### src/design/grot_pkg.sv
// Shared types and constants of the grid ray occlusion test unit.
package grot_pkg;

  // Fixed field widths of the transaction payloads.
  localparam int COORD_W = 14;
  localparam int TILE_W  = 6;

  // Defaults of the top-level parameters.
  localparam int MAP_SIDE_DEF    = 64;
  localparam int FRAC_BITS_DEF   = 8;
  localparam int QUEUE_DEPTH_DEF = 2;

  // Crossing-time numerators grow by one tile per step and stay below
  // the segment length plus two tiles.
  localparam int NUM_W  = COORD_W + 2;
  localparam int PROD_W = NUM_W + COORD_W;

  typedef enum logic {
    ACT_WRITE = 1'b0,
    ACT_CAST  = 1'b1
  } act_e;

  // One classified item as it travels from the front end to the back end.
  typedef struct packed {
    act_e               action;
    logic [TILE_W-1:0]  tile_x;
    logic [TILE_W-1:0]  tile_y;
    logic               solid;
    logic [COORD_W-1:0] cx;
    logic [COORD_W-1:0] cy;
    logic [COORD_W-1:0] ex;
    logic [COORD_W-1:0] ey;
    logic               x_neg;
    logic               y_neg;
    logic [COORD_W-1:0] ax;
    logic [COORD_W-1:0] ay;
    logic [PROD_W-1:0]  px;
    logic [PROD_W-1:0]  py;
  } item_t;

endpackage

### src/design/grot_queue.sv
// Short register queue that decouples the front end from the back end.
module grot_queue #(
  parameter int DEPTH = grot_pkg::QUEUE_DEPTH_DEF
) (
  input  logic            clk_i,
  input  logic            rst_ni,
  input  grot_pkg::item_t push_data_i,
  input  logic            push_valid_i,
  output logic            push_ready_o,
  output grot_pkg::item_t pop_data_o,
  output logic            pop_valid_o,
  input  logic            pop_i
);
  import grot_pkg::*;

  localparam int PTR_W = $clog2(DEPTH);
  localparam int CNT_W = $clog2(DEPTH + 1);

  item_t            mem_q [DEPTH];
  logic [PTR_W-1:0] wr_ptr_q, rd_ptr_q;
  logic [CNT_W-1:0] count_q;
  logic             push, pop;

  assign push_ready_o = count_q != CNT_W'(DEPTH);
  assign pop_valid_o  = count_q != '0;
  assign push         = push_valid_i && push_ready_o;
  assign pop          = pop_i && pop_valid_o;
  assign pop_data_o   = mem_q[rd_ptr_q];

  always_ff @(posedge clk_i or negedge rst_ni) begin
    if (!rst_ni) begin
      wr_ptr_q <= '0;
      rd_ptr_q <= '0;
      count_q  <= '0;
    end else begin
      if (push) begin
        wr_ptr_q <= (wr_ptr_q == PTR_W'(DEPTH - 1)) ? '0 : wr_ptr_q + PTR_W'(1);
      end
      if (pop) begin
        rd_ptr_q <= (rd_ptr_q == PTR_W'(DEPTH - 1)) ? '0 : rd_ptr_q + PTR_W'(1);
      end
      if (push && !pop) begin
        count_q <= count_q + CNT_W'(1);
      end else if (pop && !push) begin
        count_q <= count_q - CNT_W'(1);
      end
    end
  end

  always_ff @(posedge clk_i) begin
    if (push) begin
      mem_q[wr_ptr_q] <= push_data_i;
    end
  end
endmodule

### config.mk
export PLATFORM = sky130hd
export DESIGN_NAME = grot_queue
export DESIGN_NICKNAME = d
export VERILOG_FILES = /design/src/design/grot_pkg.sv /design/src/design/grot_queue.sv
export SDC_FILE = /design/constraint.sdc
export NUM_CORES = 1
export LEC_CHECK = 0
export ABC_AREA = 1
export BUFFER_PORTS_ARGS = -buffer_cell sky130_fd_sc_hd__buf_2
export CAP_MARGIN = 10
export CORE_UTILIZATION = 39
export CTS_CLUSTER_SIZE = 28
export DETAILED_ROUTE_END_ITERATION = 7
export PLACE_DENSITY = 0.69
export SYNTH_ARGS = -nofsm -noshare
export SYNTH_HDL_FRONTEND = slang
export SYNTH_SLANG_ARGS = --single-unit
### constraint.sdc
create_clock -name clk_i -period 14.38 [get_ports clk_i]
set_input_delay 1.438 -clock clk_i [delete_from_list [all_inputs] [get_ports clk_i]]
set_output_delay 1.438 -clock clk_i [all_outputs]
set_load 0.005 [all_outputs]
# Word-level counts from Yosys, hierarchy flattened

Memory sizes are Yosys's and may differ from the RTL's.
Index checks and enable logic that the tools add are counted.

Flip-flop bits (word level): 4
Memory bits (writable): 320
Bits of input ports: 164
Output and inout bits: 162
Logic and storage cells: 23
Memories: 1

$add $sub $neg: 4
Eq/ne operators: 1
Mux-type cells: 6
Reductions and logical operators: 8

Memories:

| name  | words | bits a word | read ports | clocked after Yosys merged registers in | write ports | RTL line         | text |
|---|---|---|---|---|---|---|---|
| mem_q | 2     | 160         | 1          | 0                                       | 1           | grot_queue.sv:19 | `item_t mem_q [DEPTH];` |

Operator list:

| cell                  | count |
|---|---|
| $logic_and A1 B1 Y1   | 4 |
| $mux W1               | 4 |
| $mux W2               | 2 |
| $reduce_bool A2 Y1    | 2 |
| $add A1 B1 Y1 const B | 2 |
| $add A2 B1 Y2 const B | 1 |
| $logic_not A1 Y1      | 2 |
| $ne A2 B2 Y1 const B  | 1 |
| $sub A2 B1 Y2 const B | 1 |

# Depth between registers and ports, before layout

Gate-level depths: netlist (run 1).

Word-level depth: 6
Mapped depth: 10
Depth with buffers taken out: 10

# Worst setup path before layout (run 1)

OpenSTA, ideal clock, no wires.

Kind: input -> register
Start: input port push_valid_i
End: memory mem_q[0][0] (netlist bit) (enable)
Library setup time: 0.682 ns
Arrival time: 8.186 ns
Required time: 13.698 ns
Setup slack: 5.512 ns
Cell stages on the path: 2
Path buffers: 0
Path through: nand2_1 nor2_1

Longest elaborated chain between the ends: 3

RTL lines:

| what                          | RTL line         | text |
|---|---|---|
| start: declaration            | grot_queue.sv:8  | `input logic push_valid_i,` |
| $logic_and A1 B1 Y1           | grot_queue.sv:26 | `assign push = push_valid_i && push_ready_o;` |
| $mux W1                       | grot_queue.sv:51 | `if (push) begin` |
| $mux W1 (implied by the code) | grot_queue.sv:52 | `mem_q[wr_ptr_q] <= push_data_i;` |
| end: declaration              | grot_queue.sv:19 |  |

No other way between the ends.

==> results.md, run 1 <==
* Sw frac at 31.0%
* IO buf count at ~330
* Pin count of the biggest net entering global routing at just over 90
* RSZ-0062 raised after global routing: false
* Hold buffers post-CTS at 0
* Hold Vio Cnt, Final at 0
* Net count, final at 1,362
* Mean Syn Cell Area at around 14 um^2
* Most area-consuming cells after synthesis: edfxtp_1, nand2_1, buf_6, buf_2, dfrtp_1
* Yosys warns at 0
* Seq pwr share at between 40% and 50%
* Slowest stage delay, CP at ~0.7 ns
* Initial antenna violation count at 8
* Final HPWL DP at about 16,000 um
* Register area share after synthesis at 81.8%
* R2R Setup Slk at 11.85 ns
* Core region area at about 30,000 um^2
* Syn nets at around 1,000
* Crit share post-route at between 20 and 30%
* Area growth, synth to finish at 25.3%
* CP Capture Type: output pin
* Hold slack at a little under 0.5 ns
* Cell taking the most area after synthesis: edfxtp_1
* Critical path origin: rd_ptr_q
* Int Pwr at about 0.0021 W
* NetSw at a little over 0.0009 W
* Setup repair bufs after CTS at 0
* Routed length per instance at around 15 um
* # clock sinks at 324
* Layout cells sized above 1 at between 30% and 40%
* Most frequent cell on the critical path: nand2_1
* Via count at approximately 7,300
* Cts bufs inserted at 34
* Worst-path clk slew at 0.06 ns
* Data arrival time of the worst path at about 2.7 ns
* Critical path peak fanout at 90
* Crit path max-delay family: buffers and inverters
* First-pass GRT wire length at about 37,000 um
* TritonRoute pass-1 iters at 5
* Rows at 63
* Initial DRC Count at around 350
* Crit path max-delay cell type: buf_4
* Die X at 177 um
* Worst R2R Start: count_q[0]
* Starting Density at between 30% and 40%
* IO Pins at roughly 330
* Reg2reg end: mem_q[0][72]
* Worst Setup EP: pop_data_o[58]
* Gr usage total at 15.4%
* Die area at between 30,000 and 40,000 um^2
* Vias in the first global route at around 7,200
* Slew headroom at between 20% and 30%
* Final Max Tran Viols at 0
* Stages on worst setup path at 5
* Final WL at around 25,000 um
* Fin crit period at between 4 and 5 ns
* CTS tree: yes
* Post-CTS resize count at 0
* H-tree levels at 2
* Crit-path cells: inv_6 > buf_4 > nand2_1 > nand2_1 > buf_2
* CTS Buffer Depth at 3
* Setup violation total in the final timing report at 0
* Seq cells post-synth at approximately 320
* Startpoint type of the worst setup path: register
* GRT Residual Overflow at 0
* Post-synth top area share at between 80% and 90%
* Comb pwr share at around 28%
* Maximum clock frequency at approximately 240 MHz
* R2R cell count at 5
* Cells after synthesis at roughly 860
* Die Ht at 177 um
* Finished Core Util at 50.0%
* Worst hold path class: reg -> reg
* Clock Skews at around 0.013 ns
* Worst skew pair latency at ~0.49 ns
* CTS root buffer: clkbuf_16
* Worst path bufs/invs at 3
* Slew @ Worst Pin at around 1.1 ns
* Max-cap violations at 0
* Commonest non-fill, non-tap cell in the layout: nand2_1
* Most frequent cells in the layout: nand2_1, buf_2, edfxtp_1, clkbuf_16, clkbuf_1
* Distinct cells, synth at 14
* Worst path required time at roughly 13 ns
* Worst Path Class, Setup: reg -> out
* Status: finished clean
* # DRC at 0
* Final ANT Viol Nets at 0
* Clock share of power at a little over a quarter
* Setup_tns at 0 ns
* Pleak at roughly 6.4 nW
* Routability Congestion at ~0.76
* Power per cell area at 202 nW/um^2
* Peak VDD IR at 0.000112 V
* Number of vias per cell at around 4.5
* Mapped cell area at roughly 12,000 um^2
==> worst min-delay path by stage <==
stage                           from    endpoint  cells past startpoint
final                     count_q[1]  count_q[1]                      2
after global routing      count_q[0]  count_q[0]                      1
after CTS                 count_q[1]  count_q[1]                      2
after detailed placement  count_q[1]  count_q[1]                      2
after global placement    count_q[1]  count_q[1]                      2
after floorplan           count_q[1]  count_q[1]                      2
==> cells by family (layout without fill, tap and decap cells) <==
kind of cell  count (synthesis)  in the layout  share of synthesized area (%)
xor+xnor                      2              2                          0.148
simple gates                495            495                           15.7
other cells                   0              6                              0
buf+inv                      42            397                           2.31
flops                       324            324                           81.8
fa+ha+maj                     1              1                          0.105
==> power groups by stage <==
stage | Combinational, W | Sequential (W) | Clock (W)
after floorplan | 0.000496 | 0.00141 | 0
after global placement | 0.000851 | 0.00136 | 0
after detailed placement | 0.000861 | 0.00137 | 0
after CTS | 0.000865 | 0.00135 | 0.000843
after global routing | 0.000949 | 0.00137 | 0.000875
final | 0.000839 | 0.00135 | 0.000819
==> registers in the layout (all words and copies together), names as in the netlist <==
name	count
rd_ptr_q	1
count_q	2
wr_ptr_q	1
mem_q	320
==> synthesized netlist by cell type <==
| cell | n |
|---|---|
| xnor2_1 | 1 |
| inv_4 | 1 |
| nand2_1 | 490 |
| buf_4 | 3 |
| inv_1 | 6 |
| nand4_1 | 1 |
| xor2_1 | 1 |
| ha_1 | 1 |
| nand3_1 | 2 |
| buf_6 | 10 |
| dfrtp_1 | 4 |
| edfxtp_1 | 320 |
| nor2_1 | 2 |
| buf_2 | 22 |
==> worst reg2reg max path, stage by stage, from the launching register on <==
cell     delay (ns)
dfrtp_1        0.39
inv_1          0.08
nand2_1        0.07
nand2_1        0.17
nor2_4         0.50
buf_4          0.84
==> metrics by stage <==
step / power [W] / worst slack [ns] / instances / area [um^2]
after floorplan: 0.00190 / 5.51 / 864 / 11900
after global placement: 0.00221 / 10.68 / 1551 / 13800
after detailed placement: 0.00223 / 10.66 / 1551 / 13800
after CTS: 0.00306 / 10.09 / 1609 / 14900
after global routing: 0.00319 / 9.97 / 1613 / 14900
final: 0.00301 / 10.21 / 1615 / 14900
==> layout make-up <==
| cell class | instances | area, um^2 |
|---|---|---|
| antenna | 6 | 15.0 |
| clock inverter | 10 | 72.6 |
| inverter | 7 | 31.3 |
| tap | 390 | 488 |
| timing repair buffer | 332 | 1680 |
| clock buffer | 48 | 977 |
| sequential | 324 | 9710 |
| fill | 2588 | 14900 |
| multi-input combinational | 498 | 1910 |
==> routing by layer <==
layer	up-vias	track usage [%]	share of wire, %	wire, um
li1	3594	-	-	-
met1	3403	18.3	39	9590
met2	281	25.7	49	12200
met3	60	5.08	9.1	2270
met4	2	6.54	3.1	767
met5	-	0	0.044	11
(Power assumes the default switching activity.)
==> run 2: changes to the inputs <==
- clock period: 14.38 -> 4.2 ns (I/O delays scaled with it)
==> run 2 against run 1 <==
  * Total power rose to 3.5 times the previous value
  * Worst setup slack lost 8.7 ns
  * Critical path depth unchanged
  * First-iteration DRC count is 21% higher
  * Critical endpoint is now pop_data_o[88]
  * Non-clock buffer count up 3
  * Clock-buffer cell count fell by 6
  * Clock skew is 0.0028 ns lower
  * Routed wire length up 0.81%
  * Highest routed layer unchanged
==> results.md, run 2 (synthesis results as in run 1) <==
* Crit share post-route at between 60% and 70%
* R2R cell count at 5
* Routability Congestion at roughly 0.76
* # DRC at 0
* Multi-input gate area at around 1900 um^2
* Starting Density at between 30% and 40%
* Core region area at between 20,000 and 30,000 um^2
* Fill cells at 2,599
* Clock share of power at 28.6%
* Sw frac at 30.8%
* Worst skew pair latency at 0.50 ns
* Worst-path clk slew at 0.06 ns
* Peak VDD IR at between 0.0006 and 0.0007 V
* CTS Buffer Depth at 3
* Worst Path Class, Setup: reg -> out
* Hold Vio Cnt, Final at 0
* Die area at ~31,000 um^2
* Worst R2R Start: count_q[0]
* R2R Setup Slk at approximately 2.1 ns
* Power per cell area at about 700 nW/um^2
* Final WL at about 25,000 um
* Die Ht at ~180 um
* Slew @ Worst Pin at 1.03 ns
* Startpoint type of the worst setup path: register
* Via count at 7,343
* Post-Layout Cell Count at about 1,600
* GRT Residual Overflow at 0
* Fin crit period at between 2 and 3 ns
* Final ANT Viol Nets at 0
* Cell count after placement at approximately 1,600
* NetSw at 0.00326 W
* Worst hold path class: in -> reg
* Worst path required time at 3.78 ns
* Critical path origin: rd_ptr_q
* Status: finished clean
* Cts bufs inserted at 35
* Clock Skews at between 0.01 and 0.015 ns
* Max reg flops at 320
* Comb pwr share at between 20% and 30%
* Register with the most flip-flops: mem_q
* Gr usage total at ~16%
* Routed length per instance at ~15 um
* IO Pins at approximately 330
* CTS tree: yes
* Initial antenna violation count at 1
* Slew headroom at between 30% and 40%
* Vias in the first global route at just over 7,000
* H-tree levels at 2
* Final HPWL DP at roughly 16,000 um
* Initial DRC Count at between 400 and 500
* Max-cap violations at 0
* Worst Setup EP: pop_data_o[88]
* Number of vias per cell at roughly 4.5
* CP Capture Type: output pin
* Setup violation total in the final timing report at 0
* Area growth, synth to finish at 26.6%
* Commonest non-fill, non-tap cell in the layout: nand2_1
* Critical path peak fanout at 100
* Hold wc startpoint: push_data_i[35]
* RSZ-0062 raised after global routing: false
* # clock sinks at about 320
* IO buf count at 325
* Pin count of the biggest net entering global routing at 162
* CTS root buffer: clkbuf_16
* Reg2reg end: mem_q[0][62]
* Rows at 63
* Final Max Tran Viols at 0
* Most frequent cells in the layout: nand2_1, buf_2, edfxtp_1, clkbuf_16
* Biggest regs: mem_q x320, count_q x2
* Pleak at between 6 and 7 nW
* Setup_tns at 0 ns
* Data arrival time of the worst path at roughly 2.3 ns
* Finished Core Util at approximately 50%
* Maximum clock frequency at about 370 MHz
* First-pass GRT wire length at between 30,000 and 40,000 um
* Layout cells sized above 1 at 31.6%
* TritonRoute pass-1 iters at 5
* Seq pwr share at 43.4%
* Net count, final at around 1,400
* Sequential Area at roughly 9700 um^2
* Die X at approximately 180 um
* Int Pwr at about 0.0073 W
run 2: cell types whose count changed in the layout (fill, tap and decap cells not counted):
| cell | delta |
|---|---|
| clkinvlp_4 | +1 |
| clkbuf_1 | -5 |
| diode_2 | -5 |
| bufinv_16 | +3 |
| clkinv_2 | +3 |
| buf_12 | +4 |
| clkinv_1 | +3 |
| clkbuf_8 | -1 |
| dlygate4sd3_1 | +1 |
| buf_4 | -2 |
run 2: worst min-delay path by stage:
stage	slack (ns)	endpoint	depth (start not counted)
floorplan	0.12	count_q[0]	0
global placement	0.24	count_q[1]	1
detailed placement	0.23	wr_ptr_q	1
CTS	0.08	mem_q[0][69]	1
global route	0.08	mem_q[0][142]	1
finish	0.11	mem_q[0][35]	1
run 2: per-stage QoR:
step / instance area [um^2] / setup slack, ns / power, W / hold slack [ns]
floorplan: 11900 / -1.06 / 0.00642 / 0.124
finish: 15000 / 1.52 / 0.0106 / 0.109
global placement: 13900 / 1.98 / 0.00766 / 0.236
global route: 15000 / 1.36 / 0.0112 / 0.0820
detailed placement: 13900 / 1.97 / 0.00770 / 0.233
CTS: 15000 / 1.42 / 0.0108 / 0.0807
run 2: layer usage:
layer  up-vias  part of all wire, %  GRT usage, %  routed length, um
li1       3602                    -             -                  -
met3        47                  8.7          5.28               2170
met4         2                  2.0          4.56                496
met2       256                   50          27.1              12500
met5         -                0.032             0                  8
met1      3436                   39          18.7               9830
run 2: area by class of cell:
| cell class | count | area share, % |
|---|---|---|
| Sequential cell | 324 | 64.6 |
| Multi-Input combinational cell | 498 | 12.7 |
| Timing Repair Buffer | 335 | 11.7 |
| Clock inverter | 20 | 1.31 |
| Clock buffer | 42 | 6.28 |
| Tap cell | 390 | 3.24 |
| Inverter | 7 | 0.208 |
| Antenna cell | 1 | 0.0166 |
run 2: what timing repair did:
action / in CTS / in global routing
hold endpoints to repair: 4 / 0
hold buffers: 1 / 0
buffers inserted: 0 / 0
resized for setup: 0 / 0
run 2: power groups by stage:
| stage | Sequential [W] | Clock (W) | Combinational, W |
|---|---|---|---|
| final | 0.00459 | 0.00302 | 0.00296 |
| after global routing | 0.00464 | 0.00323 | 0.00338 |
| after floorplan | 0.00472 | 0 | 0.00170 |
| after CTS | 0.00459 | 0.00311 | 0.00306 |
| after detailed placement | 0.00466 | 0 | 0.00305 |
| after global placement | 0.00463 | 0 | 0.00302 |
run 2: critical path, stage by stage (launching register included):
cell and delay [ns]:
dfrtp_4 0.51, inv_6 0.57, buf_4 0.35, nand2_1 0.08, nand2_1 0.07, buf_2 0.11
==> run 3: changes to the inputs <==
- PLACE_DENSITY: 0.69 -> 0.72
- clock period: 4.2 -> 2.43 ns (I/O delays scaled with it)
==> run 3 against run 2 <==
  * Worst setup slack worse by 1.5 ns
  * Hold slack worse by 0.024 ns
  * Sequential power is 73% higher
  * Critical path type unchanged
==> results.md, run 3 (synthesis results as in run 1) <==
* DR top layer: met5
* Slew headroom at 35.6%
* Vias in the first global route at 8,273
* Crit share post-route at just under 100%
* Final WL at ~29,000 um
* Metal-1 WL at roughly 11,000 um
* Layout cells sized above 1 at between 20 and 30%
* Critical path peak fanout at 161
* Routed length on met2 at approximately 15,000 um
* Final HPWL DP at between 15,000 and 20,000 um
* Fin area at between 15,000 and 20,000 um^2
* Worst path required time at 2.19 ns
* Pin count of the biggest net entering global routing at 162
* Post-route setup slack at between 0.04 and 0.05 ns
* Finished Core Util at 55.8%
* DP Worst Slack at 0.706 ns
* Routability Congestion at roughly 0.77
* R2R cell count at 5
* Max reg flops at 320
* IO buf count at around 330
* Slew @ Worst Pin at 0.966 ns
* TritonRoute pass-1 iters at 5
* Pleak at approximately 7.1 nW
* Area growth, synth to finish at 39.9%
* Routed length per instance at ~16 um
* # clock sinks at 324
* Data arrival time of the worst path at between 2 and 2.5 ns
* Max-cap violations at 0
* Initial DRC Count at 447
* Startpoint type of the worst setup path: register
* R2R Setup Slk at ~0.73 ns
* Worst-path clk slew at around 0.06 ns
* Starting Density at about two fifths
* First-pass GRT wire length at between 40,000 and 50,000 um
* Net count, final at roughly 1,500
* Worst Path Class, Setup: reg -> out
* Fin crit period at roughly 2.4 ns
* Biggest regs: mem_q x320, count_q x2
* Initial antenna violation count at 1
* CTS root buffer: clkbuf_16
* Via count at a little over 8,000
* Fill cells at about 2,400
* Met3 wire len at 2420 um
* Die area at just over 30,000 um^2
* Die Ht at 177 um
* Peak VDD IR at approximately 0.00074 V
* Worst Setup EP: pop_data_o[148]
* Status: finished clean
* IO Pins at 326
* Maximum clock frequency at 419 MHz
* RSZ-0062 raised after global routing: false
* CTS Buffer Depth at 3
* Most frequent cells in the layout: nand2_1, buf_2, edfxtp_1, dlygate4sd3_1, clkbuf_16
* GRT Residual Overflow at 0
* Tot Pwr at around 0.018 W
* Worst R2R Start: count_q[0]
* Worst skew pair latency at 0.50 ns
* CP Capture Type: output pin
* Power per cell area at between 1000 and 1500 nW/um^2
* Final ANT Viol Nets at 0
* Post-DP Area at between 10,000 and 15,000 um^2
* Rows at 63
* CTS tree: yes
* Hold Vio Cnt, Final at 0
* H-tree levels at 2
* Final Max Tran Viols at 0
* Critical path origin: rd_ptr_q
* Commonest non-fill, non-tap cell in the layout: nand2_1
* Cts bufs inserted at 35
* Reg2reg end: mem_q[1][75]
* # DRC at 0
* Register with the most flip-flops: mem_q
* Core region area at 29,800 um^2
* Setup violation total in the final timing report at 0
* Post-Layout Cell Count at ~1,800
* Antenna cells at 0
* Gr usage total at approximately 18%
* Worst hold path class: in -> async
* Die X at approximately 180 um
* Number of vias per cell at 4.64
* Clock Skews at between 0.01 and 0.015 ns
* Cell count after placement at around 1,600
[run 3: cell types whose count changed in the layout (fill, tap and decap cells not counted), moves of 2 or more]
| cell | before | now |
|---|---|---|
| dlygate4sd3_1 | 1 | 162 |
| bufinv_16 | 4 | 0 |
| clkbuf_1 | 5 | 9 |
| buf_12 | 4 | 7 |
| buf_4 | 5 | 3 |
| clkbuf_8 | 0 | 2 |
| nand2_1 | 490 | 488 |
[run 3: worst min path at each step]
stage,start,endpoint,depth (start not counted)
4_1_cts,push_valid_i,wr_ptr_q,3
3_3_place_gp,rst_ni,count_q[1],1
2_1_floorplan,rst_ni,count_q[0],0
6_report,rst_ni,count_q[1],2
3_5_place_dp,rst_ni,count_q[1],1
5_1_grt,push_valid_i,wr_ptr_q,3
[run 3: area by class of cell]
type                    instances  area [um^2]  share of cell area (%)
flip-flops and latches        324         9710                    58.5
multi-input cells             498         1920                    11.5
inverters                       7         28.8                   0.173
clock buffers                  48          987                    5.94
repair buffers                497         3410                    20.5
well taps                     390          488                    2.94
clock inverters                14         67.6                   0.407
[run 3: repair_timing]
action,4_1_cts,5_1_grt
resized for setup,0,0
endpoints found under the hold margin,325,0
buffers inserted,0,0
hold buffers,162,0
[run 3: worst max-delay path: stages (launching register included)]
cell and delay, ns:
dfrtp_4 0.44, buf_12 0.40, nand2_1 0.19, nand2_1 0.16, buf_2 0.13
[run 3: metrics by stage]
step,TNS [ns],hold slack [ns]
after floorplan,-306.20,-0.0526
after global placement,0,0.0608
after detailed placement,0,0.0614
after CTS,0,0.0538
after global routing,0,0.0541
final,0,0.0857
[run 3: power breakdown]
part / internal (W) / switching [W] / total [W]
clock network: 0.00284 / 0.00205 / 0.00488
logic: 0.00204 / 0.00355 / 0.00559
registers: 0.00764 / 0.000304 / 0.00794
[run 3: layer usage]
layer / GRT usage, % / up-vias
li1: - / 3924
met5: 0 / -
met2: 31.3 / 328
met4: 6.61 / 2
met3: 5.38 / 58
met1: 20.8 / 3945
