**config.mk**
```make
export PLATFORM = sky130hd
export DESIGN_NAME = grot_front_flat
export DESIGN_NICKNAME = d
export VERILOG_FILES = /design/src/design/grot_pkg.sv /design/src/design/grot_in_if.sv /design/src/design/grot_front.sv /design/src/flat_wrapper.sv
export SDC_FILE = /design/constraint.sdc
export NUM_CORES = 1
export LEC_CHECK = 0
export ABC_AREA = 1
export BUFFER_PORTS_ARGS = -buffer_cell sky130_fd_sc_hd__buf_2
export CORE_UTILIZATION = 45
export CTS_BUF_LIST = sky130_fd_sc_hd__clkbuf_4
export DETAILED_ROUTE_END_ITERATION = 10
export MAX_ROUTING_LAYER = met4
export PLACE_DENSITY = 0.67
export SLEW_MARGIN = 15
export SYNTH_ARGS = -nofsm -noshare
export SYNTH_HDL_FRONTEND = slang
export SYNTH_SLANG_ARGS = --single-unit
export TNS_END_PERCENT = 1
```
**constraint.sdc**
```tcl
create_clock -name clk_i -period 8.1 [get_ports clk_i]
set_input_delay 1.62 -clock clk_i [delete_from_list [all_inputs] [get_ports clk_i]]
set_output_delay 1.62 -clock clk_i [all_outputs]
set_load 0.1 [all_outputs]
```
**src/design/grot_pkg.sv**
```systemverilog
// Shared types and constants of the grid ray occlusion test unit.
package grot_pkg;

  // Fixed field widths of the transaction payloads.
  localparam int COORD_W = 14;
  localparam int TILE_W  = 6;

  // Defaults of the top-level parameters.
  localparam int MAP_SIDE_DEF    = 64;
  localparam int FRAC_BITS_DEF   = 8;
  localparam int QUEUE_DEPTH_DEF = 2;

  // Crossing-time numerators grow by one tile per step and stay below
  // the segment length plus two tiles.
  localparam int NUM_W  = COORD_W + 2;
  localparam int PROD_W = NUM_W + COORD_W;

  typedef enum logic {
    ACT_WRITE = 1'b0,
    ACT_CAST  = 1'b1
  } act_e;

  // One classified item as it travels from the front end to the back end.
  typedef struct packed {
    act_e               action;
    logic [TILE_W-1:0]  tile_x;
    logic [TILE_W-1:0]  tile_y;
    logic               solid;
    logic [COORD_W-1:0] cx;
    logic [COORD_W-1:0] cy;
    logic [COORD_W-1:0] ex;
    logic [COORD_W-1:0] ey;
    logic               x_neg;
    logic               y_neg;
    logic [COORD_W-1:0] ax;
    logic [COORD_W-1:0] ay;
    logic [PROD_W-1:0]  px;
    logic [PROD_W-1:0]  py;
  } item_t;

endpackage

```
**src/design/grot_in_if.sv**
```systemverilog
// Input channel interface: valid/ready handshake with the request payload.
interface grot_in_if;
  import grot_pkg::*;

  logic               valid;
  logic               ready;
  logic               action;
  logic [TILE_W-1:0]  tile_x;
  logic [TILE_W-1:0]  tile_y;
  logic               solid;
  logic [COORD_W-1:0] from_x;
  logic [COORD_W-1:0] from_y;
  logic [COORD_W-1:0] to_x;
  logic [COORD_W-1:0] to_y;

  modport source (
    output valid, action, tile_x, tile_y, solid, from_x, from_y, to_x, to_y,
    input  ready
  );

  modport sink (
    input  valid, action, tile_x, tile_y, solid, from_x, from_y, to_x, to_y,
    output ready
  );
endinterface

```
**src/design/grot_front.sv**
```systemverilog
// Front end: accepts transactions, splits coordinates into cells and sets up crossing terms.
module grot_front #(
  parameter int FRAC_BITS = grot_pkg::FRAC_BITS_DEF
) (
  input  logic            clk_i,
  input  logic            rst_ni,
  input  logic            en_i,
  grot_in_if.sink         in_i,
  output grot_pkg::item_t push_data_o,
  output logic            push_valid_o,
  input  logic            push_ready_i
);
  import grot_pkg::*;

  localparam logic [COORD_W-1:0] FRAC_MASK = COORD_W'((1 << FRAC_BITS) - 1);
  localparam logic [NUM_W-1:0]   ONE       = NUM_W'(1 << FRAC_BITS);

  typedef struct packed {
    act_e               action;
    logic [TILE_W-1:0]  tile_x;
    logic [TILE_W-1:0]  tile_y;
    logic               solid;
    logic [COORD_W-1:0] cx;
    logic [COORD_W-1:0] cy;
    logic [COORD_W-1:0] ex;
    logic [COORD_W-1:0] ey;
    logic               x_neg;
    logic               y_neg;
    logic [COORD_W-1:0] ax;
    logic [COORD_W-1:0] ay;
    logic [NUM_W-1:0]   numx;
    logic [NUM_W-1:0]   numy;
  } setup_t;

  setup_t             stg_d, stg_q;
  logic               stg_valid_q;
  logic [COORD_W-1:0] frac_x, frac_y;

  assign in_i.ready = en_i && (!stg_valid_q || push_ready_i);

  assign frac_x = in_i.from_x & FRAC_MASK;
  assign frac_y = in_i.from_y & FRAC_MASK;

  // The distance to the first boundary is the fraction when moving down,
  // and one tile minus the fraction otherwise.
  always_comb begin
    stg_d.action = act_e'(in_i.action);
    stg_d.tile_x = in_i.tile_x;
    stg_d.tile_y = in_i.tile_y;
    stg_d.solid  = in_i.solid;
    stg_d.cx     = in_i.from_x >> FRAC_BITS;
    stg_d.cy     = in_i.from_y >> FRAC_BITS;
    stg_d.ex     = in_i.to_x >> FRAC_BITS;
    stg_d.ey     = in_i.to_y >> FRAC_BITS;
    stg_d.x_neg  = in_i.from_x > in_i.to_x;
    stg_d.y_neg  = in_i.from_y > in_i.to_y;
    stg_d.ax     = stg_d.x_neg ? in_i.from_x - in_i.to_x : in_i.to_x - in_i.from_x;
    stg_d.ay     = stg_d.y_neg ? in_i.from_y - in_i.to_y : in_i.to_y - in_i.from_y;
    stg_d.numx   = stg_d.x_neg ? NUM_W'(frac_x) : ONE - NUM_W'(frac_x);
    stg_d.numy   = stg_d.y_neg ? NUM_W'(frac_y) : ONE - NUM_W'(frac_y);
  end

  always_ff @(posedge clk_i or negedge rst_ni) begin
    if (!rst_ni) begin
      stg_valid_q <= 1'b0;
    end else if (in_i.ready) begin
      stg_valid_q <= in_i.valid;
    end
  end

  always_ff @(posedge clk_i) begin
    if (in_i.ready && in_i.valid) begin
      stg_q <= stg_d;
    end
  end

  // Cross-multiplied crossing times: x goes first when numx*ay <= numy*ax.
  always_comb begin
    push_data_o.action = stg_q.action;
    push_data_o.tile_x = stg_q.tile_x;
    push_data_o.tile_y = stg_q.tile_y;
    push_data_o.solid  = stg_q.solid;
    push_data_o.cx     = stg_q.cx;
    push_data_o.cy     = stg_q.cy;
    push_data_o.ex     = stg_q.ex;
    push_data_o.ey     = stg_q.ey;
    push_data_o.x_neg  = stg_q.x_neg;
    push_data_o.y_neg  = stg_q.y_neg;
    push_data_o.ax     = stg_q.ax;
    push_data_o.ay     = stg_q.ay;
    push_data_o.px     = PROD_W'(stg_q.numx) * PROD_W'(stg_q.ay);
    push_data_o.py     = PROD_W'(stg_q.numy) * PROD_W'(stg_q.ax);
  end

  assign push_valid_o = stg_valid_q;
endmodule

```
**src/flat_wrapper.sv**
```systemverilog
// flat-port wrapper written by rule: the top's interface ports become plain ports
module grot_front_flat import grot_pkg::*;
#(
  parameter int FRAC_BITS = grot_pkg::FRAC_BITS_DEF
)
  (clk_i, rst_ni, en_i, push_data_o, push_valid_o, push_ready_i, in_i_valid, in_i_action, in_i_tile_x, in_i_tile_y, in_i_solid, in_i_from_x, in_i_from_y, in_i_to_x, in_i_to_y, in_i_ready);
  grot_in_if in_i_i ();
  input  logic clk_i;
  input  logic rst_ni;
  input  logic en_i;
  output grot_pkg::item_t push_data_o;
  output logic push_valid_o;
  input  logic push_ready_i;
  input wire logic [$bits(in_i_i.valid)-1:0] in_i_valid;
  input wire logic [$bits(in_i_i.action)-1:0] in_i_action;
  input wire logic [$bits(in_i_i.tile_x)-1:0] in_i_tile_x;
  input wire logic [$bits(in_i_i.tile_y)-1:0] in_i_tile_y;
  input wire logic [$bits(in_i_i.solid)-1:0] in_i_solid;
  input wire logic [$bits(in_i_i.from_x)-1:0] in_i_from_x;
  input wire logic [$bits(in_i_i.from_y)-1:0] in_i_from_y;
  input wire logic [$bits(in_i_i.to_x)-1:0] in_i_to_x;
  input wire logic [$bits(in_i_i.to_y)-1:0] in_i_to_y;
  output wire logic [$bits(in_i_i.ready)-1:0] in_i_ready;
  assign in_i_i.valid = in_i_valid;
  assign in_i_i.action = in_i_action;
  assign in_i_i.tile_x = in_i_tile_x;
  assign in_i_i.tile_y = in_i_tile_y;
  assign in_i_i.solid = in_i_solid;
  assign in_i_i.from_x = in_i_from_x;
  assign in_i_i.from_y = in_i_from_y;
  assign in_i_i.to_x = in_i_to_x;
  assign in_i_i.to_y = in_i_to_y;
  assign in_i_ready = in_i_i.ready;
  grot_front #(.FRAC_BITS(FRAC_BITS)) u_core (.clk_i(clk_i), .rst_ni(rst_ni), .en_i(en_i), .in_i(in_i_i), .push_data_o(push_data_o), .push_valid_o(push_valid_o), .push_ready_i(push_ready_i));
endmodule
```
## Word-level counts from Yosys, hierarchy flattened

Index checks and enable logic that the tools add are counted.

| word-level totals | value |
|---|---|
| latch bits | 0 |
| bits in registers | 89 |
| memories kept | 0 |
| bits in read-only memories | 0 |
| logic and storage cells | 35 |
| output and inout port bits | 162 |
| bits in writable memories | 0 |

| operators by class | value |
|---|---|
| shift-type cells | 0 |
| multiply operators | 2 |
| equality and inequality tests | 0 |
| bitwise logic cells | 0 |
| div/mod/pow operators | 0 |
| muxes and demuxes | 4 |
| magnitude comparators | 2 |
| $add $sub $neg | 6 |
| reduce and logical (&&, ||, !) cells | 4 |

Operator list:

| operator | count |
|---|---|
| $mul A16 B14 Y30 | 2 |
| $sub A14 B14 Y14 | 4 |
| $gt A14 B14 Y1 | 2 |
| $mux W14 | 2 |
| $sub A9 B8 Y10 const A | 2 |
| $mux W8 | 2 |
| $logic_and A1 B1 Y1 | 2 |
| $logic_not A1 Y1 | 1 |
| $logic_or A1 B1 Y1 | 1 |

## Depth between registers and ports, before layout

Gate-level depths: netlist (run 1).

| depth | value |
|---|---|
| depth after elaboration | 4 |
| gate-level depth with buffers | 24 |
| gate-level depth less buffers | 23 |

## Worst setup path before layout (run 1)

OpenSTA, ideal clock, no wires.

| path | value |
|---|---|
| path kind | reg2out |
| start | register u_core.stg_q[24] in the netlist's numbering |
| end | output push_data_o[55] in the netlist's numbering |
| cell stages (with the launch flop) | 17 |
| arrival time | 6.065 ns |
| buffers on the path | 1 |
| data required time | 6.480 ns |
| slack | 0.415 ns |
| cells stage by stage | edfxtp_1 clkbuf_1 nand2_1 fa_1 fa_1 inv_1 fa_1 inv_1 fa_1 inv_1 ha_1 ha_1 ha_1 a21oi_1 o21bai_1 a31oi_1 o21ai_0 |

RTL lines:

| element | RTL line | RTL |
|---|---|---|
| start: declaration | grot_front.sv:35 | `setup_t stg_d, stg_q;` |
| start signal: assignment | grot_front.sv:73 | `stg_q <= stg_d;` |
| end: declaration | flat_wrapper.sv:11 | `output grot_pkg::item_t push_data_o;` |

==> results of run 1 <==
==> synth_stat cells <==
cell type / number
a21oi_1: 66
a31oi_1: 1
and2_1: 7
and2_2: 2
buf_2: 10
buf_4: 111
buf_6: 6
clkbuf_1: 46
conb_1: 1
dfrtp_1: 1
edfxtp_1: 86
fa_1: 168
ha_1: 246
inv_1: 589
inv_2: 2
nand2_1: 778
nand2_2: 8
nand2_4: 2
nand3_1: 102
nand3_2: 3
nand3b_1: 6
nand4_1: 26
nor2_1: 75
nor2_2: 4
nor2_4: 3
nor3_1: 8
nor4_1: 2
o21a_1: 1
o21ai_0: 12
o21ai_1: 18
o21bai_1: 7
or2_2: 3
xnor2_1: 16
xor2_1: 46
==> final cells by class <==
type | count | area, um2
tap | 518 | 648
clock inverter | 5 | 58.8
sequential | 87 | 2610
antenna | 3 | 7.51
multi-input combinational | 1650 | 11900
inverter | 591 | 2220
fill | 4007 | 20200
clock buffer | 11 | 82.6
timing repair buffer | 198 | 996
==> stage by stage <==
| step | setup WS, ps | cell area [um2] |
|---|---|---|
| 2_1_floorplan | 415 | 17800 |
| 5_1_grt | 0.0222 | 18500 |
| 3_3_place_gp | 941 | 18400 |
| 4_1_cts | 347 | 18500 |
| 6_report | 368 | 18500 |
| 3_5_place_dp | 895 | 18400 |
==> cell families after synthesis <==
| family | Yosys count |
|---|---|
| buffers and inverters | 764 |
| xor gates and xnor gates | 62 |
| DFF | 87 |
| AOI/OAI and AO/OA | 105 |
| adders and majority gates | 414 |
| and+or+nand+nor | 1029 |
| other | 1 |
==> worst max-delay path, cell delays in order, from the launching register on <==
cell and delay, ps:
edfxtp_1 680, nand2_1 140, inv_1 60, fa_1 530
inv_1 50, fa_1 480, inv_1 50, fa_1 490
inv_1 50, fa_1 530, inv_1 50, fa_1 440
ha_1 300, ha_1 360, nand2_1 70, inv_1 110
nand2_1 80, o21ai_0 360, nand2_1 90, nand2_1 80
xor2_1 180, buf_2 460
==> registers in the layout, indices dropped and copies added, names as in the netlist <==
register and cells:
u_core.push_valid_o 1, u_core.stg_q 18, u_core.push_data_o 68
==> worst max-delay path by stage <==
| stage | end | slack (ps) | cells past startpoint |
|---|---|---|---|
| floorplan | push_data_o[55] | 420 | 16 |
| global placement | push_data_o[14] | 940 | 21 |
| detailed placement | push_data_o[14] | 890 | 21 |
| CTS | push_data_o[14] | 350 | 21 |
| global route | push_data_o[18] | 0.02 | 22 |
| finish | push_data_o[14] | 370 | 21 |
==> per-layer routing <==
metal	track usage [%]	wire length, um	up-vias
li1	-	-	7364
met5	-	0	-
met3	2.12	2000	59
met4	5.86	905	0
met2	35.9	18900	429
met1	29.3	20200	6703
==> impl_results.md, run 1 <==
* Port buffer count at 196
* Dpl cells at between 3000 and 4000
* Worst-margin pin slew at around 770 ps
* Initial antenna violation count at 3
* Hold Fails Final Rpt at 0
* Setup TNS at 0 ps
* DR pass1 iterations at 6
* Post-detail-place hpwl at 36000 um
* Placer congestion estimate at about 0.9
* Yosys warning count at 0
* Worst hold path endpoint: u_core.push_valid_o
* R2R Setup Slk at between 5000 and 6000 ps
* Worst r2r src: u_core.push_valid_o
* Fin crit share at between 90% and 100%
* Final ANT Viol Nets at 0
* Status: completed
* Layout area overhead at 4.65%
* Hold buffers post-CTS at 0
* Synth area leader: fa_1
* Post-synthesis simple-gate area fraction at a little under a quarter
* Fin crit period at roughly 7700 ps
* Layout Skew at about 17 ps
* Final setup fails at 0
* Synth unique cells at 34
* Ports at between 200 and 250
* Routed via count at 14555
* RSZ-0062 raised after global routing: no
* Vias per cell at ~4.8
* Worst hold path type: reg -> reg
* Pin count of the biggest net entering global routing at 64
* Iteration-0 DRC Markers at 702
* Clock buffer depth at 2
* Sequential area share after synthesis at 14.7%
* Vias in the first global route at approximately 15000
* Crit. Startpoint: u_core.stg_q[7]
* Post-Syn Area at ~18000 um2
* RR Endpoint: u_core.push_data_o[73]
* Post-CTS sizing at 0
* FP Rows at 72
* H-tree depth at 3
* Global-route wire length before repair at just over 70000 um
* Worst reg-to-reg path cell count at 4
* Drt wl/cell at roughly 14 um
* Initial Utilization at a little under half
* Adder-Cell Fraction of Synth Area at a little over a third
* Die area at roughly 40000 um2
* Utilization after layout at between 40 and 50%
* FF+latch count, synth at 87
* CP required at approximately 6500 ps
* Hold Path Depth at 2
* Clock sinks at 87
* Hold Crit Start: u_core.push_valid_o
* Syn_area_per_cell at 7.19 um2
* Final Non-Filler Cells at roughly 3100
* Nets at between 3000 and 4000
* CP endpoint kind: output port
* Crit path launch type: flop
* # DRC at 0
* CTS root buf: clkbuf_4
* Crit path max fanout at 14
* Worst Path Arrival at between 6000 and 7000 ps
* Syn Inst Count at 2462
* Final Max Tran Viols at 0
* Fmax at roughly 0.13 GHz
* Mux share of post-synthesis cell area at 0%
* Worst-skew pair later-pin latency at approximately 470 ps
* Max cap viols at 0
* Commonest cells after routing, fill and taps aside: nand2_1 (778), inv_1 (589), ha_1 (246)
* Main combinational cell family by area after synthesis: adder cells
* Commonest non-fill, non-tap cell in the layout: nand2_1
* Top post-synthesis cells by area: fa_1 (19%), ha_1 (17%), nand2_1 (17%)
* Worst-path clk slew at 140 ps
* Post-CTS Setup Inserts at 0
* Xor/xnor share of the synthesized area at 3.07%
* Die Wd at between 200 and 250 um
* CTS buffer count at 9
* GRT Util Overall at roughly 22%
* Layout cells sized above 1 at under 10%
* CP Class: reg -> out
* CTS tree: built
* Synth Area in Compound Gates at 3.09%
* Gr ovfl total at 0
* Core Footprint at about 39000 um2
* WL final at about 42000 um
* Top cell type's share of synthesized area at around a fifth
* Hold Slack at about 550 ps
* Worst slew margin at between 40 and 50%
* Die height at 200 um
Power of run 1 is left out: the tool's default activity adds up to more than one toggle a clock period on the data nets, which glitch-free logic cannot reach.
==> run 2: changes to the inputs <==
--- a/config.mk
+++ b/config.mk
@@ -6,12 +6,12 @@
 export NUM_CORES = 1
 export LEC_CHECK = 0
 export ABC_AREA = 1
-export BUFFER_PORTS_ARGS = -buffer_cell sky130_fd_sc_hd__buf_2
 export CORE_UTILIZATION = 45
 export CTS_BUF_LIST = sky130_fd_sc_hd__clkbuf_4
 export DETAILED_ROUTE_END_ITERATION = 10
+export DONT_BUFFER_PORTS = 1
 export MAX_ROUTING_LAYER = met4
-export PLACE_DENSITY = 0.67
+export PLACE_DENSITY = 0.62
 export SLEW_MARGIN = 15
 export SYNTH_ARGS = -nofsm -noshare
 export SYNTH_HDL_FRONTEND = slang
==> run 2 against run 1 <==
Against the previous run:
- sequential share of layout area increased by 0.17 points
- fmax increased by 1.0%
- core utilization decreased by 0.57 points
- clock-buffer cell count decreased by 2
- critical endpoint unchanged
==> impl_results.md, run 2 (synthesis results as in run 1) <==
* Hold Fails Final Rpt at 0
* Commonest cells after routing, fill and taps aside: nand2_1 (778), inv_1 (589), ha_1 (246)
* DR pass1 iterations at 5
* Worst-path clk slew at roughly 150 ps
* Crit. path cell count at 21
* Crit path max-delay family: adder cells
* Setup TNS at 0 ps
* Vias per cell at approximately 4.7
* CP endpoint kind: output port
* RR Endpoint: u_core.push_data_o[88]
* Routed via count at approximately 14000
* Vias in the first global route at around 14000
* Pin count of the biggest net entering global routing at 87
* H-tree depth at 3
* Die Wd at around 200 um
* CTS buffer count at 9
* Clock buffer depth at 2
* Layout Skew at 14.7 ps
* Fmax at 0.131 GHz
* Worst-margin pin slew at 1100 ps
* Gr ovfl total at 0
* Global-route wire length before repair at between 70000 and 80000 um
* Iteration-0 DRC Markers at 675
* Clock sinks at 87
* Final Max Tran Viols at 0
* Critical Path Sink: push_data_o[14]
* Met1 Use GR at around 29%
* Met3 GRT Util at around 3.5%
* Placer congestion estimate at ~0.94
* CP Class: reg -> out
* Commonest non-fill, non-tap cell in the layout: nand2_1
* Final setup fails at 0
* Grt met2 use at about 36%
* Post-detail-place hpwl at between 30000 and 40000 um
* R2R Setup Slk at 5230 ps
* RSZ-0062 raised after global routing: no
* Drt wl/cell at 14.4 um
* Post-CTS Setup Inserts at 0
* Final ANT Viol Nets at 0
* Status: completed
* Layout area overhead at 3.39%
* Max cap viols at 0
* CP required at 6480 ps
* Worst reg-to-reg path cell count at 5
* Worst slew margin at 27.0%
* Max reg flops at 68
* Worst path buffer plus inverter count at 7
* Core Footprint at just under 40000 um2
* GRT Util Overall at 22.2%
* Die area at between 40000 and 50000 um2
* CTS tree: built
* Top cell by count, worst path: inv_1
* Worst r2r src: u_core.push_valid_o
* Grt peak-use layer: met2
* Hold buffers post-CTS at 0
* Post-CTS sizing at 0
* Worst Path Arrival at 6030 ps
* Worst-skew pair later-pin latency at ~500 ps
* Worst hold path type: in -> async
* Nets at ~2900
* Initial antenna violation count at 1
* FP Rows at 72
* Crit. Startpoint: u_core.stg_q[6]
* # DRC at 0
* Largest stage delay on the critical path at between 600 and 700 ps
* WL final at around 42000 um
* Fin crit share at 94.5%
* Fin crit period at around 7700 ps
* Ports at between 200 and 250
* Worst path slowest cell: edfxtp_1
* Crit path launch type: flop
* CTS root buf: clkbuf_4
* Layout cells sized above 1 at 6.08%
* Initial Utilization at 45.7%
* CP cell instances: nand2_1 -> inv_1 -> fa_1 -> inv_1 -> fa_1 -> inv_1 -> fa_1 -> inv_1 -> fa_1 -> inv_1 -> fa_1 -> ha_1 -> ha_1 -> nand2_1 -> inv_1 -> nand2_1 -> o21ai_0 -> nand2_1 -> nand2_1 -> xor2_2 -> buf_4
* Crit path max fanout at 14
* Port buffer count at 0
* Die height at 200 um
[run 2: changes by cell type in the layout (fill, tap and decap cells not counted), sizes merged]
cell / before / now
clkbuf: 11 / 9
inv: 591 / 592
buf: 198 / 75
diode: 3 / 1
clkinvlp: 2 / 1
clkinv: 2 / 4
[run 2: layer usage]
layer | part of all wire [%] | up-vias
met3 | 5.3 | 43
met2 | 45 | 325
li1 | - | 7083
met1 | 47 | 6477
met4 | 2.0 | 0
met5 | 0 | -
[run 2: worst register-to-register path, stage by stage (launching register included)]
cell and delay [ps]:
dfrtp_1 780, a21oi_2 280, buf_4 310, inv_1 160
nor2_4 100, buf_4 800
[run 2: layout make-up]
cell class | instances | area [um2]
repair buffers | 75 | 563
clock buffers | 9 | 67.6
inverters | 591 | 2220
well taps | 518 | 648
multi-input cells | 1650 | 12100
diodes | 1 | 2.50
fillers | 3903 | 20400
flip-flops and latches | 87 | 2610
clock inverters | 7 | 71.3
[run 2: how the worst min path moves through the flow]
stage | endpoint | depth (start not counted) | slack (ps)
finish | u_core.push_valid_o | 0 | 800
global route | u_core.push_valid_o | 0 | 750
floorplan | u_core.push_valid_o | 2 | 1020
global placement | u_core.push_valid_o | 2 | 1060
detailed placement | u_core.push_valid_o | 2 | 1090
CTS | u_core.push_valid_o | 0 | 750
[run 2: through the flow]
stage	hold WS, ps	instance area (um2)	worst slack [ps]	cells	utilization, %
detailed placement	1090	18200	952	2921	46.9
finish	801	18300	446	2938	47.2
floorplan	1020	17800	415	2501	-
global placement	1060	18200	1010	2921	46.9
global route	752	18300	121	2938	47.2
CTS	755	18300	347	2937	47.2
Power of run 2 is left out for the same reason.
==> run 3: changes to the inputs <==
--- a/config.mk
+++ b/config.mk
@@ -5,7 +5,7 @@
 export SDC_FILE = /design/constraint.sdc
 export NUM_CORES = 1
 export LEC_CHECK = 0
-export ABC_AREA = 1
+export CORE_MARGIN = 2
 export CORE_UTILIZATION = 45
 export CTS_BUF_LIST = sky130_fd_sc_hd__clkbuf_4
 export DETAILED_ROUTE_END_ITERATION = 10
==> constraint.sdc (replaced) <==
create_clock -name clk_i -period 8.8 [get_ports clk_i]
set_input_delay 1.76 -clock clk_i [delete_from_list [all_inputs] [get_ports clk_i]]
set_output_delay 1.76 -clock clk_i [all_outputs]
set_load 0.1 [all_outputs]
==> run 3 against run 2 <==
Against the previous run:
- clock skew is 6.5 ps higher
- sequential cell count did not move
- setup slack got worse by 230 ps
- final area is 11% lower
- die area fell by 11%
- routed wire length shrank 23%
- critical path depth is 1 higher
- largest cell class unchanged
- critical path type unchanged
- cell count decreased by 29%
- non-clock buffer count decreased by 1
==> impl_results.md, run 3 <==
* Status: completed
* Fin crit share at a little under 100%
* Setup ws final at 213 ps
* # DRC at 0
* Synth unique cells at between 50 and 60
* Worst-margin pin slew at roughly 1100 ps
* Fillers at between 3000 and 4000
* EDFF count, synth at 86
* Post-synthesis simple-gate area fraction at approximately 14%
* Main combinational cell family by area after synthesis: adder cells
* Initial antenna violation count at 2
* Adder-Cell Fraction of Synth Area at a little over two fifths
* RSZ-0062 raised after global routing: yes
* Top cell type's share of synthesized area at 21.8%
* RR Endpoint: u_core.push_data_o[69]
* Worst-skew pair later-pin latency at ~450 ps
* Die Wd at roughly 190 um
* Commonest cells after routing, fill and taps aside: inv_1 (272), ha_1 (246), fa_1 (168)
* Mux share of post-synthesis cell area at under 10%
* CTS buffer count at 9
* Clock sinks at 87
* Post-Syn Area at 15400 um2
* Most used flip-flop cell after synthesis: edfxtp_1
* Worst reg-to-reg path cell count at 4
* Crit path max fanout at 14
* Layout Skew at between 20 and 25 ps
* Synth area leader: fa_1
* Setup WS pre-CTS at 614 ps
* Final ANT Viol Nets at 0
* Vias in the first global route at ~11000
* Synth cell count leaders: inv_1 (272), ha_1 (246), fa_1 (168)
* CP Class: reg -> out
* Most frequent cell after synthesis: inv_1
* Worst r2r src: u_core.push_valid_o
* Clock buffer depth at 2
* Drt wl/cell at 15.7 um
* Final setup fails at 0
* Port buffer count at 0
* Worst Path Arrival at 6830 ps
* Fin area at roughly 16000 um2
* FP Rows at 67
* Max reg flops at 68
* Asr flop ratio synth at 1.15%
* R2R Setup Slk at roughly 5600 ps
* Die area at roughly 36000 um2
* Layout cells sized above 1 at ~9%
* Worst-path clk slew at 140 ps
* CTS tree: built
* Syn Inst Count at between 1500 and 2000
* Max cap viols at 0
* Syn_area_per_cell at 9.33 um2
* Top post-synthesis cells by area: fa_1 (22%), ha_1 (20%), edfxtp_1 (17%)
* Iteration-0 DRC Markers at roughly 410
* Register area at between 2000 and 3000 um2
* Hold Fails Final Rpt at 0
* Routed via count at ~11000
* Nets at between 2000 and 2500
* DP Area at around 16000 um2
* Core Footprint at approximately 34000 um2
* Commonest non-fill, non-tap cell in the layout: inv_1
* DR pass1 iterations at 4
* FF+latch count, synth at 87
* Initial Utilization at a little under half
* Placer congestion estimate at between 0.8 and 0.9
* WL final at ~32000 um
* CP required at about 7000 ps
* Synth Area in Compound Gates at between 8 and 9%
* Pin count of the biggest net entering global routing at 88
* Vias per cell at 5.06
* Worst hold path type: in -> async
* Multi-input logic area at between 10000 and 15000 um2
* Xor/xnor share of the synthesized area at under 10%
* Crit path launch type: flop
* H-tree depth at 3
* Layout area overhead at 4.98%
* Die height at ~190 um
* Post-detail-place hpwl at 27300 um
* Global-route wire length before repair at between 50000 and 60000 um
* Final Max Tran Viols at 0
* CP endpoint kind: output port
* Setup TNS at 0 ps
* Fin crit period at 8590 ps
* GRT Util Overall at just under 20%
* Yosys warning count at 0
* CTS root buf: clkbuf_4
* Worst slew margin at 26.6%
* Ports at approximately 240
* Fmax at 0.116 GHz
* Gr ovfl total at 0
* Sequential area share after synthesis at approximately 17%
==> run 3: cells by family after synthesis <==
group | Yosys count
buffers and inverters | 427
AND/OR/NAND/NOR | 418
adder cells (fa/ha/maj) | 414
AO/OA/AOI/OAI | 212
flip-flops | 87
XOR/XNOR | 75
multiplexers | 20
other | 1
==> run 3: worst max-delay path by stage <==
stage                    start              end  slack, ps
2_1_floorplan  u_core.stg_q[5]  push_data_o[23]        520
3_3_place_gp   u_core.stg_q[6]  push_data_o[23]        700
3_5_place_dp   u_core.stg_q[6]  push_data_o[23]        610
4_1_cts        u_core.stg_q[6]  push_data_o[23]         60
5_1_grt        u_core.stg_q[6]  push_data_o[23]       -120
6_report       u_core.stg_q[6]  push_data_o[23]        210
==> run 3: layer usage <==
metal / share of wire [%] / GRT usage [%] / wire length (um) / vias up
li1: - / - / - / 5114
met1: 45 / 25.1 / 14600 / 5106
met2: 48 / 32.7 / 15500 / 254
met3: 5.9 / 3.58 / 1930 / 26
met4: 1.3 / 3.37 / 412 / 0
met5: 0 / - / 0 / -
==> run 3: area by class of cell <==
cell class	instances	share of cell area, %
Inverter	272	6.30
Multi-Input combinational cell	1179	69.5
Clock inverter	4	0.448
Sequential cell	87	16.1
Tap cell	448	3.46
Timing Repair Buffer	74	3.66
Clock buffer	10	0.463
Antenna cell	2	0.0309
==> run 3: critical path, cell delays in order (launching register included) <==
cell and delay (ps):
edfxtp_1 640, and2_1 260, fa_1 540, inv_1 50, fa_1 470, inv_1 50, fa_1 460, ha_1 310
fa_1 480, inv_1 50, fa_1 470, inv_1 40, ha_1 340, a21o_1 190, a21o_1 170, a21o_1 190
o311ai_2 430, a31oi_1 180, o21a_1 210, nor2_1 190, o21ai_1 170, a211oi_4 230, buf_12 210
==> run 3: what timing repair did <==
action / in CTS / in global routing
resized for setup: 0 / 2
hold buffers: 0 / 0
setup buffers: 0 / 0
endpoints found under the setup margin: 0 / 6
==> run 3: per-stage QoR <==
stage | utilization (%) | hold slack [ps] | std cells
detailed placement | 47.7 | 1100 | 2060
global route | 48.2 | 965 | 2076
global placement | 47.7 | 1100 | 2060
finish | 48.2 | 1000 | 2076
CTS | 48.2 | 975 | 2074
floorplan | - | 1060 | 1693
Power of run 3 is left out for the same reason.
